$ cat src/rtl/assert_macros.svh
// Assertion macros shared by the frame receiver RTL.
// No dependencies; included by the modules that carry checks.
`ifndef ASSERT_MACROS_SVH
`define ASSERT_MACROS_SVH

// Clocked check, switched off while reset is asserted
`define CFR_ASSERT(lbl, clk, rst_n, prop, msg) \
    lbl: assert property (@(posedge clk) disable iff (!rst_n) prop) else $error(msg);

// Clocked check that also holds during reset
`define CFR_ASSERT_ALWAYS(lbl, clk, prop, msg) \
    lbl: assert property (@(posedge clk) prop) else $error(msg);

`endif

$ cat src/rtl/cfr_pkg.sv
// Package for the command frame receiver: protocol codes, default sizes
// and the result record. No dependencies.
`timescale 1ns / 1ps
`default_nettype none

package cfr_pkg;

    // Frame protocol codes
    localparam logic [7:0] HDR_BYTE  = 8'hA0;
    localparam logic [7:0] CMD_RESET = 8'hA1;
    localparam logic [7:0] CMD_DONE  = 8'h1A;

    // Position of the length high byte within a frame
    localparam int unsigned LEN_HIGH_POS = 3;

    // Default frame buffer size in bytes
    localparam int unsigned BUFFER_SIZE_DEF = 1024;

    // Field widths
    localparam int unsigned BYTE_W  = 8;
    localparam int unsigned INDEX_W = 10;
    localparam int unsigned LEN_W   = 16;

    // One result, as it travels to the output stage
    typedef struct packed {
        logic               store_enable;
        logic [INDEX_W-1:0] store_index;
        logic [BYTE_W-1:0]  store_byte;
        logic               reset_request;
        logic               frame_ready;
        logic               download_done;
        logic [LEN_W-1:0]   payload_length;
    } cfr_result_t;

endpackage

`default_nettype wire

$ cat src/rtl/cfr_if.sv
// Valid/ready channel interfaces for received bytes and frame results.
// No dependencies.
`timescale 1ns / 1ps
`default_nettype none

interface cfr_in_if;
    logic       valid;
    logic       ready;
    logic [7:0] rx_byte;

    modport source (output valid, output rx_byte, input ready);
    modport sink   (input valid, input rx_byte, output ready);
endinterface

interface cfr_out_if;
    logic        valid;
    logic        ready;
    logic        store_enable;
    logic [9:0]  store_index;
    logic [7:0]  store_byte;
    logic        reset_request;
    logic        frame_ready;
    logic        download_done;
    logic [15:0] payload_length;

    modport source (
        output valid, output store_enable, output store_index, output store_byte,
        output reset_request, output frame_ready, output download_done,
        output payload_length, input ready
    );
    modport sink (
        input valid, input store_enable, input store_index, input store_byte,
        input reset_request, input frame_ready, input download_done,
        input payload_length, output ready
    );
endinterface

`default_nettype wire

$ cat src/rtl/command_frame_receiver_unit.sv
// Command frame receiver: one received byte in, one result out per transaction.
// Byte n is handled in the cycle it is accepted and its result is registered
// in the output stage, so the block takes a byte every clock while the output
// stage has room to take it. A two-entry output stage lets one more byte be
// accepted while the result side stalls. Frames are header 0xA0, command,
// 16-bit little-endian length and payload; frame bytes are written out with
// their buffer position.
// Depends on cfr_pkg, cfr_if, cfr_out_stage and assert_macros.svh.
`timescale 1ns / 1ps
`default_nettype none
`include "assert_macros.svh"

module command_frame_receiver_unit
    import cfr_pkg::*;
#(
    parameter int unsigned BUFFER_SIZE = BUFFER_SIZE_DEF
)
(
    input  wire logic clk,
    input  wire logic rst_n,
    cfr_in_if.sink    rx_bytes,
    cfr_out_if.source results
);

    // Position counter must hold the buffer size itself
    localparam int unsigned PW   = $clog2(BUFFER_SIZE + 1);
    localparam int unsigned CMPW = (PW > LEN_W) ? PW : LEN_W;
    localparam int unsigned IXW  = (PW > INDEX_W) ? PW : INDEX_W;

    logic [PW-1:0]     pos_reg, pos_next;
    logic              in_frame_reg, in_frame_next;
    logic [LEN_W-1:0]  len_reg, len_next;
    logic              ready_flag_reg, ready_flag_next;
    logic              done_flag_reg, done_flag_next;
    logic [BYTE_W-1:0] cmd_reg;
    logic [BYTE_W-1:0] len_low_reg;

    logic              accept;
    logic              push_ready;
    logic [BYTE_W-1:0] rx;
    logic              wrap;
    logic [PW-1:0]     pos0;
    logic              inf0;
    logic [LEN_W-1:0]  len0;
    logic              rdy0;
    logic              done0;
    logic              hdr;
    logic [LEN_W-1:0]  len1;
    logic [PW-1:0]     pos_less3;
    logic              frame_end;
    logic              end_reset;
    logic              end_done;
    logic [IXW-1:0]    pos_ext;
    cfr_result_t       result;

    assign rx                = rx_bytes.rx_byte;
    assign rx_bytes.ready    = push_ready;
    assign accept            = rx_bytes.valid && push_ready;

    // Clear everything once the position has reached the buffer size
    always_comb
    begin
        wrap  = (pos_reg >= PW'(BUFFER_SIZE));
        pos0  = wrap ? '0 : pos_reg;
        inf0  = wrap ? 1'b0 : in_frame_reg;
        len0  = wrap ? '0 : len_reg;
        rdy0  = wrap ? 1'b0 : ready_flag_reg;
        done0 = wrap ? 1'b0 : done_flag_reg;
    end

    // Header detection, length load and frame end
    always_comb
    begin
        hdr       = (rx == HDR_BYTE) && !inf0;
        pos_less3 = pos0 - PW'(LEN_HIGH_POS);
        if (hdr)
        begin
            len1 = '0;
        end
        else if (inf0 && (pos0 == PW'(LEN_HIGH_POS)))
        begin
            len1 = {rx, len_low_reg};
        end
        else
        begin
            len1 = len0;
        end
        frame_end = inf0 && (pos0 >= PW'(LEN_HIGH_POS))
                    && (CMPW'(len1) == CMPW'(pos_less3));
        end_reset = frame_end && (cmd_reg == CMD_RESET);
        end_done  = frame_end && (cmd_reg == CMD_DONE);
    end

    // Next state
    always_comb
    begin
        in_frame_next   = frame_end ? 1'b0 : (inf0 || hdr);
        len_next        = frame_end ? '0 : len1;
        pos_next        = ((frame_end || hdr) ? '0 : pos0) + PW'(1);
        ready_flag_next = rdy0 || (frame_end && !end_reset && !end_done);
        done_flag_next  = (hdr ? 1'b0 : done0) || end_done;
    end

    // Assemble the result
    always_comb
    begin
        pos_ext               = IXW'(pos0);
        result.store_enable   = inf0 || hdr;
        result.store_index    = inf0 ? pos_ext[INDEX_W-1:0] : '0;
        result.store_byte     = (inf0 || hdr) ? rx : '0;
        result.reset_request  = end_reset;
        result.frame_ready    = ready_flag_next;
        result.download_done  = done_flag_next;
        result.payload_length = len_next;
    end

    // Hold frame state, advance on each accepted transaction
    always_ff @(posedge clk or negedge rst_n)
    begin
        if (!rst_n)
        begin
            pos_reg        <= '0;
            in_frame_reg   <= 1'b0;
            len_reg        <= '0;
            ready_flag_reg <= 1'b0;
            done_flag_reg  <= 1'b0;
        end
        else if (accept)
        begin
            pos_reg        <= pos_next;
            in_frame_reg   <= in_frame_next;
            len_reg        <= len_next;
            ready_flag_reg <= ready_flag_next;
            done_flag_reg  <= done_flag_next;
        end
    end

    // Capture command and length low byte at their frame positions
    always_ff @(posedge clk)
    begin
        if (accept && inf0 && (pos0 == PW'(1)))
        begin
            cmd_reg <= rx;
        end
        if (accept && inf0 && (pos0 == PW'(2)))
        begin
            len_low_reg <= rx;
        end
    end

    cfr_out_stage u_out_stage (
        .clk        (clk),
        .rst_n      (rst_n),
        .push_valid (rx_bytes.valid),
        .push_ready (push_ready),
        .push_data  (result),
        .res        (results)
    );

    // Position never runs past the buffer size
    `CFR_ASSERT(a_pos_bound, clk, rst_n, pos_reg <= PW'(BUFFER_SIZE), "byte position beyond buffer size")
    // Length register is only live inside a frame
    `CFR_ASSERT(a_len_idle_zero, clk, rst_n, !in_frame_reg |-> (len_reg == '0), "length held outside a frame")
    // Inside a frame the next byte never sits at position zero
    `CFR_ASSERT(a_frame_pos, clk, rst_n, in_frame_reg |-> (pos_reg != '0), "frame open at position zero")
    // A header outside a frame opens one with the command next
    `CFR_ASSERT(a_hdr_opens, clk, rst_n, (accept && hdr) |=> (in_frame_reg && (pos_reg == PW'(1))), "header did not open a frame")

endmodule

`default_nettype wire

$ cat src/rtl/cfr_out_stage.sv
// Two-entry result stage: result register plus skid register.
// Depends on cfr_pkg, cfr_if and assert_macros.svh.
`timescale 1ns / 1ps
`default_nettype none
`include "assert_macros.svh"

module cfr_out_stage
    import cfr_pkg::*;
(
    input  wire logic        clk,
    input  wire logic        rst_n,
    input  wire logic        push_valid,
    output logic             push_ready,
    input  wire cfr_result_t push_data,
    cfr_out_if.source        res
);

    logic        main_valid_reg;
    logic        skid_valid_reg;
    cfr_result_t main_reg;
    cfr_result_t skid_reg;
    logic        push_fire;

    // Take a new transaction whenever the skid slot is free
    assign push_ready = !skid_valid_reg;
    assign push_fire  = push_valid && push_ready;

    // Advance the result register, park a transaction in the skid slot on a stall
    always_ff @(posedge clk or negedge rst_n)
    begin
        if (!rst_n)
        begin
            main_valid_reg <= 1'b0;
            skid_valid_reg <= 1'b0;
        end
        else if (res.ready || !main_valid_reg)
        begin
            main_valid_reg <= skid_valid_reg || push_valid;
            skid_valid_reg <= 1'b0;
        end
        else if (push_fire)
        begin
            skid_valid_reg <= 1'b1;
        end
    end

    // Payload moves alongside, no reset needed
    always_ff @(posedge clk)
    begin
        if (res.ready || !main_valid_reg)
        begin
            main_reg <= skid_valid_reg ? skid_reg : push_data;
        end
        else if (push_fire)
        begin
            skid_reg <= push_data;
        end
    end

    // Drive the output channel
    assign res.valid          = main_valid_reg;
    assign res.store_enable   = main_reg.store_enable;
    assign res.store_index    = main_reg.store_index;
    assign res.store_byte     = main_reg.store_byte;
    assign res.reset_request  = main_reg.reset_request;
    assign res.frame_ready    = main_reg.frame_ready;
    assign res.download_done  = main_reg.download_done;
    assign res.payload_length = main_reg.payload_length;

    // A parked transaction always has one ahead of it
    `CFR_ASSERT(a_skid_behind_main, clk, rst_n, skid_valid_reg |-> main_valid_reg, "skid full with result register empty")
    // A stalled result plus a new transaction fills the skid slot
    `CFR_ASSERT(a_stall_parks, clk, rst_n, (main_valid_reg && !res.ready && push_fire) |=> skid_valid_reg, "stalled transaction not parked")
    // Draining the skid slot refills the result register
    `CFR_ASSERT(a_skid_drains, clk, rst_n, (skid_valid_reg && res.ready) |=> (main_valid_reg && !skid_valid_reg), "skid slot not drained")

endmodule

`default_nettype wire

$ cat src/flat_wrapper.sv
// flat-port wrapper written by rule: the top's interface ports become plain ports
module command_frame_receiver_unit_flat import cfr_pkg::*;
#(
    parameter int unsigned BUFFER_SIZE = BUFFER_SIZE_DEF
)
  (clk, rst_n, rx_bytes_valid, rx_bytes_rx_byte, rx_bytes_ready, results_valid, results_store_enable, results_store_index, results_store_byte, results_reset_request, results_frame_ready, results_download_done, results_payload_length, results_ready);
  cfr_in_if rx_bytes_i ();
  cfr_out_if results_i ();
  input  wire logic clk;
  input  wire logic rst_n;
  input wire logic [$bits(rx_bytes_i.valid)-1:0] rx_bytes_valid;
  input wire logic [$bits(rx_bytes_i.rx_byte)-1:0] rx_bytes_rx_byte;
  output wire logic [$bits(rx_bytes_i.ready)-1:0] rx_bytes_ready;
  output wire logic [$bits(results_i.valid)-1:0] results_valid;
  output wire logic [$bits(results_i.store_enable)-1:0] results_store_enable;
  output wire logic [$bits(results_i.store_index)-1:0] results_store_index;
  output wire logic [$bits(results_i.store_byte)-1:0] results_store_byte;
  output wire logic [$bits(results_i.reset_request)-1:0] results_reset_request;
  output wire logic [$bits(results_i.frame_ready)-1:0] results_frame_ready;
  output wire logic [$bits(results_i.download_done)-1:0] results_download_done;
  output wire logic [$bits(results_i.payload_length)-1:0] results_payload_length;
  input wire logic [$bits(results_i.ready)-1:0] results_ready;
  assign rx_bytes_i.valid = rx_bytes_valid;
  assign rx_bytes_i.rx_byte = rx_bytes_rx_byte;
  assign rx_bytes_ready = rx_bytes_i.ready;
  assign results_valid = results_i.valid;
  assign results_store_enable = results_i.store_enable;
  assign results_store_index = results_i.store_index;
  assign results_store_byte = results_i.store_byte;
  assign results_reset_request = results_i.reset_request;
  assign results_frame_ready = results_i.frame_ready;
  assign results_download_done = results_i.download_done;
  assign results_payload_length = results_i.payload_length;
  assign results_i.ready = results_ready;
  command_frame_receiver_unit #(.BUFFER_SIZE(BUFFER_SIZE)) u_core (.clk(clk), .rst_n(rst_n), .rx_bytes(rx_bytes_i), .results(results_i));
endmodule
$ cat config.mk
export PLATFORM = sky130hd
export DESIGN_NAME = command_frame_receiver_unit_flat
export DESIGN_NICKNAME = d
export VERILOG_FILES = /design/src/rtl/cfr_pkg.sv /design/src/rtl/cfr_if.sv /design/src/rtl/command_frame_receiver_unit.sv /design/src/rtl/cfr_out_stage.sv /design/src/flat_wrapper.sv
export VERILOG_INCLUDE_DIRS = /design/src /design/src/rtl
export SDC_FILE = /design/constraint.sdc
export NUM_CORES = 1
export LEC_CHECK = 0
export ABC_AREA = 1
export BUFFER_PORTS_ARGS = -buffer_cell sky130_fd_sc_hd__buf_2
export CAP_MARGIN = 20
export CORE_ASPECT_RATIO = 1.4
export CORE_UTILIZATION = 60
export DETAILED_ROUTE_END_ITERATION = 10
export MAX_ROUTING_LAYER = met4
export PLACE_DENSITY_LB_ADDON = 0.08
export RECOVER_POWER = 50
export SYNTH_ARGS = -nofsm -noshare
export SYNTH_HDL_FRONTEND = slang
export SYNTH_HIERARCHICAL = 1
export SYNTH_SLANG_ARGS = --single-unit
$ cat constraint.sdc
create_clock -name clk -period 4.05 [get_ports clk]
set_clock_uncertainty 0.2 [all_clocks]
set_input_delay 1.215 -clock clk [delete_from_list [all_inputs] [get_ports clk]]
set_output_delay 1.215 -clock clk [all_outputs]
set_load 0.01 [all_outputs]
==> flow_metrics.tcl <==
set metrics [dict create \
    worstPathBufferInverterCount 3 \
    post_cts_hold_buffer_count 0 \
    fp.dieArea_um2 10700 \
    timing.reg2reg.setup_slack_ps 260 \
    rr_worst_depth 20 \
    cts_resized 0 \
    clk_latency_ps 410 \
    synth.avg_cell_area_um2 8.97 \
    std_cell_rows 43 \
    areaGrowthSynthToFinish_pct 16.5 \
    failed_checks "capacitance limit, slew limit" \
    worstMarginPinSlew_ps 1980 \
    die_h_um 122 \
    finish.utilization_pct 72.0 \
    layout_common_cells "nand2_1 (275), edfxtp_1 (92), inv_1 (58)" \
    power.static_leakage_uw 0.00339 \
    min_path_cells 2 \
    setup_repair_after_global_routing_missed_its_margin "false" \
    initial_core_util_pct 61.8 \
    cts_tree "yes" \
    worst_setup_hold_path_clk_slew_ps 60 \
    synth_cells 686 \
    core_area_um2 9950 \
    final_common_cell "nand2_1" \
    grt_usage_pct 33.4 \
    yosys_register_bits 124 \
    slew_violations 115 \
    timing.critical_path.to_type "flip-flop" \
    status "finished with violations" \
    final.setup.tns_ps 0 \
    synthesis.yosys.warnings 6 \
    gp_routability_congestion 0.948 \
    postRouteAntennaNets 0 \
    wire_per_inst_um 17.8 \
    grt_remaining_overflow 0 \
    clockBufferDepth 2 \
    critical-path-max-stage-delay_ps 480 \
    drt_pre_antenna_iters 6 \
    final-setup-viol-count 0 \
    timing.max_cap.violations 3 \
    area_of_the_mapped_netlist_um2 6150 \
    crit_path_top_delay_cell "dfrtp_1" \
    numPortBuffers 51 \
    power_density_nw_per_um2 670 \
    timing.critical_path.required_ps 4160 \
    yosysSeqAreaShare_pct 57.9 \
    post_cts.repair.setup_buffers 0 \
    worstSetupStartpointType "flip-flop" \
    cts_buffers 17 \
    critical_path_start_end_classification "reg2reg" \
    critPathTopFamily "simple AND/OR/NAND/NOR gates" \
    crit_path_cell_trace "buf_4 > nor2_2 > inv_2 > nor2_2 > nand3_4 > nand2_2 > o21ai_2 > nand3_1 > nand2_1 > nand3_2 > nor2_4 > nand2_8 > nand2_8 > nor2_1 > ha_1 > inv_1 > nor3_4 > nand4_1 > nand3_1 > nand2_1" \
    boundaryPins 52 \
    routed-via-count 4997 \
    post_drt_via_cell_ratio 5.55 \
    cts_sinks 124 \
    num_antenna_cells 0 \
    synth.distinct_cells 33 \
    max_slew_margin_vs_limit_pct -32.0 \
    wirelength_um 16000 \
    drive_above_1_share_pct 17.3 \
    hpwlAfterDp_um 11600 \
    grt_max_degree 41 \
    largest_register_ff_count 38 \
    peakVddDrop_mv 0.441 \
    fmax_mhz 264 \
    die-width_um 87.6 \
    grt_pass1_vias 4792 \
    finish.net_count 768 \
    layout_worst_path_cycle_share_pct 93.5 \
    final.min_clock_period_ps 3790 \
    ctsRootBufferMaster "clkbuf_16" \
    grt_antenna_before_repair 0 \
    cp_max_fo 18 \
    global_route_wire_length_before_repair_um 24700 \
    synth.net_count 702 \
    hold_path_class "reg2reg" \
    drc_errors 0 \
    first_iter_violations 474 \
    timing_hold_violations_final 0 \
    cts_htree_levels 4 \
    cp_data_arrival_time_ps 3890 \
    path_depth 20 \
]
## per-stage QoR
stage	worst slack, ps	cells	power [uW]	instance area, um2	hold slack, ps
global route	39.6	900	5060	7170	316
finish	262	900	4800	7170	286
floorplan	178	686	2770	6150	249
detailed placement	130	868	3260	6600	270
CTS	283	900	4800	7200	288
global placement	219	868	3250	6600	266
## final cells by class
| type | instances | area, um2 |
|---|---|---|
| Clock buffer | 18 | 429 |
| Clock inverter | 14 | 170 |
| Fill cell | 737 | 2790 |
| Inverter | 65 | 244 |
| Multi-Input combinational cell | 473 | 2210 |
| Sequential cell | 124 | 3560 |
| Tap cell | 135 | 169 |
| Timing Repair Buffer | 71 | 383 |
## kinds of logic after synthesis
kind of cell	synth area share, %
AO/OA/AOI/OAI	3.54
XOR/XNOR	0.712
adder cells (fa/ha/maj)	0.814
buffers and inverters	6.37
flip-flops	57.9
AND/OR/NAND/NOR	30.6
## cell usage after synthesis (all sizes together)
cell type / instances / area share (%)
a21oi: 11 / 0.89
buf: 18 / 2.0
clkbuf: 6 / 0.37
clkinv: 1 / 0.061
dfrtp: 32 / 13
edfxtp: 92 / 45
ha: 4 / 0.81
inv: 64 / 3.9
nand2: 290 / 19
nand3: 42 / 3.9
nand3b: 1 / 0.12
nand4: 22 / 2.2
nor2: 65 / 4.8
nor3: 2 / 0.35
nor4: 1 / 0.10
nor4b: 1 / 0.14
o21ai: 27 / 2.4
o22ai: 2 / 0.20
xor2: 5 / 0.71
## worst paths after layout
kind                                                start                                       endpoint
max                        u_core/pos_reg[10]$_DFFE_PN0P_                  u_core/pos_reg[8]$_DFFE_PN0P_
min                        u_core/len_reg[10]$_DFFE_PN0P_                 u_core/len_reg[10]$_DFFE_PN0P_
max reg2reg                u_core/pos_reg[10]$_DFFE_PN0P_                  u_core/pos_reg[8]$_DFFE_PN0P_
min reg2reg                u_core/len_reg[10]$_DFFE_PN0P_                 u_core/len_reg[10]$_DFFE_PN0P_
max in group asynchronous                           rst_n  u_core/u_out_stage/skid_valid_reg$_DFFE_PN0P_
min in group asynchronous                           rst_n                 u_core/pos_reg[10]$_DFFE_PN0P_
## per-layer routing
metal  vias up  routed length (um)  global-route usage, %
met5         -                   0                      -
met4         0                 952                   20.4
met3        56                1040                   7.05
met2       230                8290                   56.2
met1      2346                5730                   35.6
li1       2365                   -                      -
## report_power, final
group / switching [uW] / total (uW) / internal, uW
clock network: 559 / 1530 / 970
logic: 1050 / 1530 / 477
registers: 103 / 1740 / 1640
## worst register-to-register path: cells and delay by family, from the launching register on
| kind | cells | cell delay [ps] |
|---|---|---|
| buffers and inverters | 3 | 470 |
| DFF | 1 | 480 |
| adders and majority gates | 1 | 170 |
| and+or+nand+nor | 15 | 2240 |
| AOI/OAI and AO/OA | 1 | 130 |
No activity file was read; power rests on OpenSTA's default activity.
